$ cat src/rtl/core/assert_macros.svh
// ----------------------------------------------------------------------------
// assert_macros.svh
// Shared concurrent assertion macros for the knock tracker.
// ----------------------------------------------------------------------------
`ifndef ASSERT_MACROS_SVH
`define ASSERT_MACROS_SVH

// checked on every clock edge outside reset
`define ASSERT_CLK(lbl, prop, msg) \
  lbl: assert property (@(posedge clk) disable iff (!rst_n) prop) else $error(msg);

// checked on every clock edge, reset included
`define ASSERT_ALWAYS(lbl, prop, msg) \
  lbl: assert property (@(posedge clk) prop) else $error(msg);

`endif

$ cat src/rtl/core/pkt_pkg.sv
// ----------------------------------------------------------------------------
// pkt_pkg
// Types and constants shared by the port knock tracker modules.
// ----------------------------------------------------------------------------
package pkt_pkg;

  localparam int PORT_W        = 16;
  localparam int ADDR_W        = 32;
  localparam int PORTS_PER_SEQ = 3;
  localparam int CFG_IDX_W     = 2;

  typedef logic [PORT_W-1:0] port_t;
  typedef logic [ADDR_W-1:0] addr_t;

  typedef enum logic [2:0] {
    ST_NEW     = 3'd0,
    ST_APPEND  = 3'd1,
    ST_ERASED  = 3'd2,
    ST_GRANTED = 3'd3,
    ST_FULL    = 3'd4
  } status_t;

  typedef enum logic [1:0] {
    UPD_NONE   = 2'd0,
    UPD_ALLOC  = 2'd1,
    UPD_APPEND = 2'd2,
    UPD_ERASE  = 2'd3
  } upd_op_t;

  typedef enum logic [CFG_IDX_W-1:0] {
    CFG_FIRST  = 2'd0,
    CFG_SECOND = 2'd1,
    CFG_THIRD  = 2'd2,
    CFG_NONE   = 2'd3
  } cfg_idx_t;

  localparam port_t EXP_FIRST_RST  = 16'd5002;
  localparam port_t EXP_SECOND_RST = 16'd5003;
  localparam port_t EXP_THIRD_RST  = 16'd5001;

  localparam logic [1:0] SEQ_LEN = 2'd3;

  // search result for the address held in the input register
  typedef struct packed {
    logic       hit;
    logic       free_found;
    logic [1:0] count;
    port_t [PORTS_PER_SEQ-1:0] ports;
  } lookup_t;

  typedef struct packed {
    upd_op_t op;
    port_t   port;
  } update_t;

endpackage

$ cat src/rtl/core/pkt_table.sv
// ----------------------------------------------------------------------------
// pkt_table
// Per-source entry store with parallel address search and one update a cycle.
// ----------------------------------------------------------------------------
module pkt_table import pkt_pkg::*; #(
  parameter int ENTRIES = 16
) (
  input  logic    clk,
  input  logic    rst_n,
  input  addr_t   lk_address,
  input  update_t upd,
  output lookup_t lk
);

  localparam int IDX_W = (ENTRIES > 1) ? $clog2(ENTRIES) : 1;

  logic [ENTRIES-1:0] valid_r;
  addr_t              addr_r  [ENTRIES];
  logic [1:0]         count_r [ENTRIES];
  port_t              ports_r [ENTRIES][PORTS_PER_SEQ];

  logic [ENTRIES-1:0] match;
  logic [IDX_W-1:0]   hit_idx;
  logic [IDX_W-1:0]   free_idx;

  always_comb begin
    for (int i = 0; i < ENTRIES; i++) begin
      match[i] = valid_r[i] && (addr_r[i] == lk_address);
    end
  end

  // lowest-numbered match and lowest-numbered free entry
  always_comb begin
    hit_idx  = '0;
    free_idx = '0;
    for (int i = ENTRIES - 1; i >= 0; i--) begin
      if (match[i]) begin
        hit_idx = IDX_W'(i);
      end
      if (!valid_r[i]) begin
        free_idx = IDX_W'(i);
      end
    end
  end

  always_comb begin
    lk.hit        = |match;
    lk.free_found = ~&valid_r;
    lk.count      = count_r[hit_idx];
    for (int k = 0; k < PORTS_PER_SEQ; k++) begin
      lk.ports[k] = ports_r[hit_idx][k];
    end
  end

  always_ff @(posedge clk) begin
    if (!rst_n) begin
      valid_r <= '0;
    end else begin
      case (upd.op)
        UPD_ALLOC: valid_r[free_idx] <= 1'b1;
        UPD_ERASE: valid_r[hit_idx]  <= 1'b0;
        default:   ;
      endcase
    end
  end

  always_ff @(posedge clk) begin
    case (upd.op)
      UPD_ALLOC: begin
        addr_r[free_idx]     <= lk_address;
        count_r[free_idx]    <= 2'd1;
        ports_r[free_idx][0] <= upd.port;
      end
      UPD_APPEND: begin
        ports_r[hit_idx][count_r[hit_idx]] <= upd.port;
        count_r[hit_idx]                   <= count_r[hit_idx] + 2'd1;
      end
      default: ;
    endcase
  end

endmodule

$ cat src/rtl/core/pkt_decide.sv
// ----------------------------------------------------------------------------
// pkt_decide
// Chooses the table update and the status for one knock from the search result.
// ----------------------------------------------------------------------------
module pkt_decide import pkt_pkg::*; (
  input  logic    item_valid,
  input  lookup_t lk,
  input  port_t   port,
  input  port_t   exp_first,
  input  port_t   exp_second,
  input  port_t   exp_third,
  output update_t upd,
  output status_t status
);

  logic seq_match;

  assign seq_match = (lk.ports[0] == exp_first) &&
                     (lk.ports[1] == exp_second) &&
                     (lk.ports[2] == exp_third);

  always_comb begin
    upd.port = port;
    upd.op   = UPD_NONE;
    if (!lk.hit) begin
      if (lk.free_found) begin
        status = ST_NEW;
        upd.op = UPD_ALLOC;
      end else begin
        status = ST_FULL;
      end
    end else if (lk.count != SEQ_LEN) begin
      status = ST_APPEND;
      upd.op = UPD_APPEND;
    end else if (seq_match) begin
      status = ST_GRANTED;
    end else begin
      status = ST_ERASED;
      upd.op = UPD_ERASE;
    end
    if (!item_valid) begin
      upd.op = UPD_NONE;
    end
  end

endmodule

$ cat src/rtl/core/port_knock_sequence_tracker.sv
// ----------------------------------------------------------------------------
// port_knock_sequence_tracker
// Tracks knock sequences per IPv4 source and grants access on a full match.
// ----------------------------------------------------------------------------
//  channel  ports                                  handshake
//  input    in_src_address, in_knock_port          start && !busy
//  result   out_status, out_granted                out_strobe, one cycle
//  config   cfg_index, cfg_data                    cfg_valid && cfg_ready
//
//  one knock per cycle; the result strobes once start is taken and has passed
//  the input register, then the table search and the result register
//  busy stays low and cfg_ready stays high
//  synchronous reset empties the table and loads the default ports
//  the receiver cannot stall, so no result is ever held back
// ----------------------------------------------------------------------------
module port_knock_sequence_tracker import pkt_pkg::*; #(
  parameter int TABLE_ENTRIES = 16
) (
  input  logic                 clk,
  input  logic                 rst_n,
  input  logic                 start,
  output logic                 busy,
  input  logic [ADDR_W-1:0]    in_src_address,
  input  logic [PORT_W-1:0]    in_knock_port,
  output logic                 out_strobe,
  output logic [2:0]           out_status,
  output logic                 out_granted,
  input  logic                 cfg_valid,
  output logic                 cfg_ready,
  input  logic [CFG_IDX_W-1:0] cfg_index,
  input  logic [PORT_W-1:0]    cfg_data
);

`include "assert_macros.svh"

  logic    in_valid_r;
  addr_t   in_addr_r;
  port_t   in_port_r;
  port_t   exp_first_r;
  port_t   exp_second_r;
  port_t   exp_third_r;
  logic    out_strobe_r;
  status_t out_status_r;
  logic    out_granted_r;

  lookup_t lk;
  update_t upd;
  status_t status;

  assign busy      = 1'b0;
  assign cfg_ready = 1'b1;

  always_ff @(posedge clk) begin
    if (!rst_n) begin
      in_valid_r <= 1'b0;
    end else begin
      in_valid_r <= start && !busy;
    end
  end

  always_ff @(posedge clk) begin
    if (start && !busy) begin
      in_addr_r <= in_src_address;
      in_port_r <= in_knock_port;
    end
  end

  always_ff @(posedge clk) begin
    if (!rst_n) begin
      exp_first_r  <= EXP_FIRST_RST;
      exp_second_r <= EXP_SECOND_RST;
      exp_third_r  <= EXP_THIRD_RST;
    end else if (cfg_valid && cfg_ready) begin
      case (cfg_idx_t'(cfg_index))
        CFG_FIRST:  exp_first_r  <= cfg_data;
        CFG_SECOND: exp_second_r <= cfg_data;
        CFG_THIRD:  exp_third_r  <= cfg_data;
        default:    ;
      endcase
    end
  end

  pkt_table #(
    .ENTRIES (TABLE_ENTRIES)
  ) u_table (
    .clk        (clk),
    .rst_n      (rst_n),
    .lk_address (in_addr_r),
    .upd        (upd),
    .lk         (lk)
  );

  pkt_decide u_decide (
    .item_valid (in_valid_r),
    .lk         (lk),
    .port       (in_port_r),
    .exp_first  (exp_first_r),
    .exp_second (exp_second_r),
    .exp_third  (exp_third_r),
    .upd        (upd),
    .status     (status)
  );

  always_ff @(posedge clk) begin
    if (!rst_n) begin
      out_strobe_r <= 1'b0;
    end else begin
      out_strobe_r <= in_valid_r;
    end
  end

  always_ff @(posedge clk) begin
    if (in_valid_r) begin
      out_status_r  <= status;
      out_granted_r <= (status == ST_GRANTED);
    end
  end

  assign out_strobe  = out_strobe_r;
  assign out_status  = out_status_r;
  assign out_granted = out_granted_r;

  `ASSERT_CLK(a_result_follows, start && !busy |=> ##1 out_strobe, "accepted knock gave no result")
  `ASSERT_CLK(a_grant_flag, out_strobe |-> (out_granted == (out_status == ST_GRANTED)), "grant flag disagrees with status")
  `ASSERT_CLK(a_full_status, in_valid_r && !lk.hit && !lk.free_found |=> out_status == ST_FULL, "full table not reported")
  `ASSERT_ALWAYS(a_reset_quiet, !rst_n |=> !out_strobe && !in_valid_r, "pipeline not cleared by reset")

endmodule
$ cat config.mk
export PLATFORM = sky130hd
export DESIGN_NAME = port_knock_sequence_tracker
export DESIGN_NICKNAME = d
export VERILOG_FILES = /design/src/rtl/core/pkt_pkg.sv /design/src/rtl/core/pkt_table.sv /design/src/rtl/core/pkt_decide.sv /design/src/rtl/core/port_knock_sequence_tracker.sv
export VERILOG_INCLUDE_DIRS = /design/src /design/src/rtl/core
export SDC_FILE = /design/constraint.sdc
export NUM_CORES = 2
export LEC_CHECK = 0
export BUFFER_PORTS_ARGS = -buffer_cell sky130_fd_sc_hd__buf_2
export CAP_MARGIN = 20
export CORE_MARGIN = 8
export CORE_UTILIZATION = 40
export DETAILED_ROUTE_END_ITERATION = 10
export PLACE_DENSITY_LB_ADDON = 0.05
export SYNTH_ARGS = -nofsm -noshare
export SYNTH_HDL_FRONTEND = slang
export SYNTH_HIERARCHICAL = 1
export SYNTH_SLANG_ARGS = --single-unit
$ cat constraint.sdc
create_clock -name clk -period 10.5 [get_ports clk]
set_input_delay 2.1 -clock clk [delete_from_list [all_inputs] [get_ports clk]]
set_output_delay 2.1 -clock clk [all_outputs]
set_load 0.02 [all_outputs]
==> qor.txt <==
fmax: 105 MHz
Post-Syn Area: 0.0616 mm^2
hold depth: 2
syn nets: 4255
area of the core: 0.154 mm^2
CP peak stage delay: 0.84 ns
Hold/Removal Path Class: flop to flop
commonest non-fill, non-tap cell in the layout: edfxtp_1
Worst Tran Pin Value: 1.12 ns
sw power: 2830 uW
Worst-Skew Late Latency: 0.78 ns
TritonCTS Sinks: 1430
fin nets: 4402
fillers: 13600
origin of the critical flop-to-flop path: in_addr_r[25]
Syn Area/Cell: 14.7 um^2
worst r2r path cells: 27
sequential element share of the synthesized area: 0.686
Die Y-Extent: 408 um
startpoint types: flop
# IOs: 77
min-delay src: exp_second_r[4]
Die Area: 0.167 mm^2
Slew HR: 0.254
cell mode on critical path: buf_4
Tcrit/Tclk final: 0.908
Root Buffer Master: clkbuf_16
global route overflow: 0
CP Launch Point: in_addr_r[25]
Post-Layout Cell Count: 6505
routed vias: 37700
Setup Fix Bufs, Post-CTS: 0
setup total negative slack: 0 ns
Clock Path Buffers: 3
placed insts: 6209
Final setup viols: 0
clock skew: 0.0323 ns
Via density: 5.80
antenna cell count: 0
CTS Hold Buffers Added: 0
DRT iter0 DRCs: 3799
post-DP HPWL: 122000 um
most frequent cells in the layout: 1364 x edfxtp_1, 415 x xor2_1, 239 x nand3_1, 196 x o31a_1, 191 x buf_4
final wirelength: 198000 um
status: finished clean
Switching Fraction: 0.228
critical path data arrival time: 9.91 ns
CP Max Fanout: 61
cell taking the most area after synthesis: edfxtp_1
ys async rst share: 0
Die W: 408 um
ys flop type: edfxtp_1
number of global-route vias before repair: 37200
synthesized netlist cell count: 4179
Yosys cell types: 76
drt first pass iters: 8
Tmin final: 9.54 ns
slowest stage cell, crit path: nor2_2
Hold EP: exp_second_r[4]
post-CTS sizing: 0
WP data required: 10.88 ns
initial antenna violation count: 6
largest cells by area after synthesis: edfxtp_1 66%, xor2_1 5.9%, o31a_1 2.8%, a211o_1 2.7%, dfxtp_1 2.1%
first-pass GRT wire length: 282000 um
Inserted Clock Buffers: 159
I/O Buffers: 74
synth warn: 6
share of the synthesized area in the top cell type: 0.665
Slew Viols, Final: 0
Placer Congestion: 0.837
worst r2r dst: u_table/ports_r[5][46]
pin count of the biggest net entering global routing: 114
Pleak: 0.0235 uW
layout cells sized above 1: 0.147
Final Hold Viols: 0
setup slack, reg-to-reg: 0.96 ns
EDFF count, synth: 1364
DRC viols: 0
TritonCTS clock tree: built
Clk pwr share: 0.436
critical path class: flop to flop
Power Dens Cells: 176 mW/mm^2
Layout area overhead: 14.1%
Sequential Power Share: 0.514
Clock transition at path regs: 0.06 ns
#FFs+latches synth: 1430
CP endpoint kind: flop
Peak VDD IR: 0.000151 V
max_cap viols: 0
total global-route track usage: 0.229
Rows: 144
antenna viol nets, final: 0
H-tree Lvls: 4
Starting Density: 0.401
WL per Instance: 30.4 um
internal power: 9560 uW
RSZ-0062 raised after global routing: no
Comb power frac: 0.051
==> cells in the mapped netlist, types with 12 or more instances <==
master       n
mux2_2      49
nor4b_1     12
a32oi_1     43
a21oi_1     20
buf_4       27
inv_1       15
a211oi_1    63
nand2_1    105
o211ai_1    52
buf_2      136
xor2_1     415
nand3_1    239
edfxtp_1  1364
a211o_1    188
nor4_1     172
nor2b_1     33
xnor2_1    143
mux2i_1    100
nand4_1     82
clkbuf_1   123
o31a_1     196
buf_1       14
nor2_1     114
nor3_1      46
nand4b_1    27
o21ai_0    112
a31oi_1     57
dfxtp_1     66
or4_1       16
==> flip-flops by register name, indices dropped and copies added, names as in the netlist <==
name,cells
exp_third_r,16
u_table/count_r,32
in_valid_r,1
exp_first_r,16
out_strobe,1
in_addr_r,32
u_table/ports_r,768
out_status,3
out_granted,1
u_table/valid_r,16
exp_second_r,16
in_port_r,16
u_table/addr_r,512
==> power groups by stage <==
stage / clock network, uW / registers [uW] / logic, uW
after global routing: 5720 / 6370 / 666
after global placement: 0 / 6490 / 634
after CTS: 5510 / 6370 / 638
after floorplan: 0 / 6480 / 323
after detailed placement: 0 / 6490 / 637
final: 5400 / 6370 / 628
==> routing by layer <==
metal | track usage | vias to the layer above | part of all wire
met4 | 0.0605 | 0 | 0.026
met1 | 0.318 | 19400 | 0.44
met5 | 0 | - | 0
li1 | - | 16800 | -
met3 | 0.0330 | 247 | 0.055
met2 | 0.377 | 1337 | 0.48
==> per-stage QoR <==
| step | area, um^2 | setup WS [ns] | util | hold WS (ns) | total power [uW] |
|---|---|---|---|---|---|
| finish | 70300 | 0.964 | 0.458 | 0.471 | 12400 |
| global route | 70300 | 0.524 | 0.458 | 0.491 | 12800 |
| CTS | 70300 | 0.959 | 0.458 | 0.474 | 12500 |
| detailed placement | 65300 | 1.02 | 0.425 | 0.466 | 7120 |
| global placement | 65300 | 1.13 | 0.425 | 0.456 | 7120 |
| floorplan | 61600 | 3.24 | - | 0.446 | 6800 |
==> how the worst max path moves through the flow <==
stage,depth (start not counted),to,slack [ns]
global route,27,u_table/ports_r[5][46],0.52
finish,27,u_table/ports_r[5][46],0.96
detailed placement,26,u_table/ports_r[5][46],1.02
global placement,26,u_table/ports_r[5][38],1.13
floorplan,28,u_table/ports_r[4][0],3.24
CTS,26,u_table/ports_r[5][40],0.96
==> kinds of logic (layout without fill, tap and decap cells) <==
kind of cell	Yosys count	after routing	share of synthesized area
DFF	1430	1430	0.686
and+or+nand+nor	918	918	0.0818
AOI/OAI and AO/OA	791	791	0.100
xor gates and xnor gates	559	559	0.0796
buffers and inverters	324	606	0.0256
muxes	149	149	0.0252
adders and majority gates	6	6	0.00122
other	2	2	0.000122
==> critical path, delay by kind of cell (launching register included) <==
family | cells | cell delay [ns]
AND/OR/NAND/NOR | 10 | 3.51
AO/OA/AOI/OAI | 9 | 2.53
adder cells (fa/ha/maj) | 1 | 0.16
buffers and inverters | 5 | 2.00
XOR/XNOR | 2 | 0.27
flip-flops | 1 | 0.61
==> cell type report <==
type                    instances  area (um^2)  area share
flip-flops and latches       1430        42300       0.601
clock inverters                91          697     0.00991
well taps                    2044         2560      0.0364
repair buffers                295         2410      0.0343
multi-input cells            2425        18000       0.256
inverters                      15         56.3    0.000801
clock buffers                 205         4300      0.0611
No activity file was read; power rests on OpenSTA's default activity.
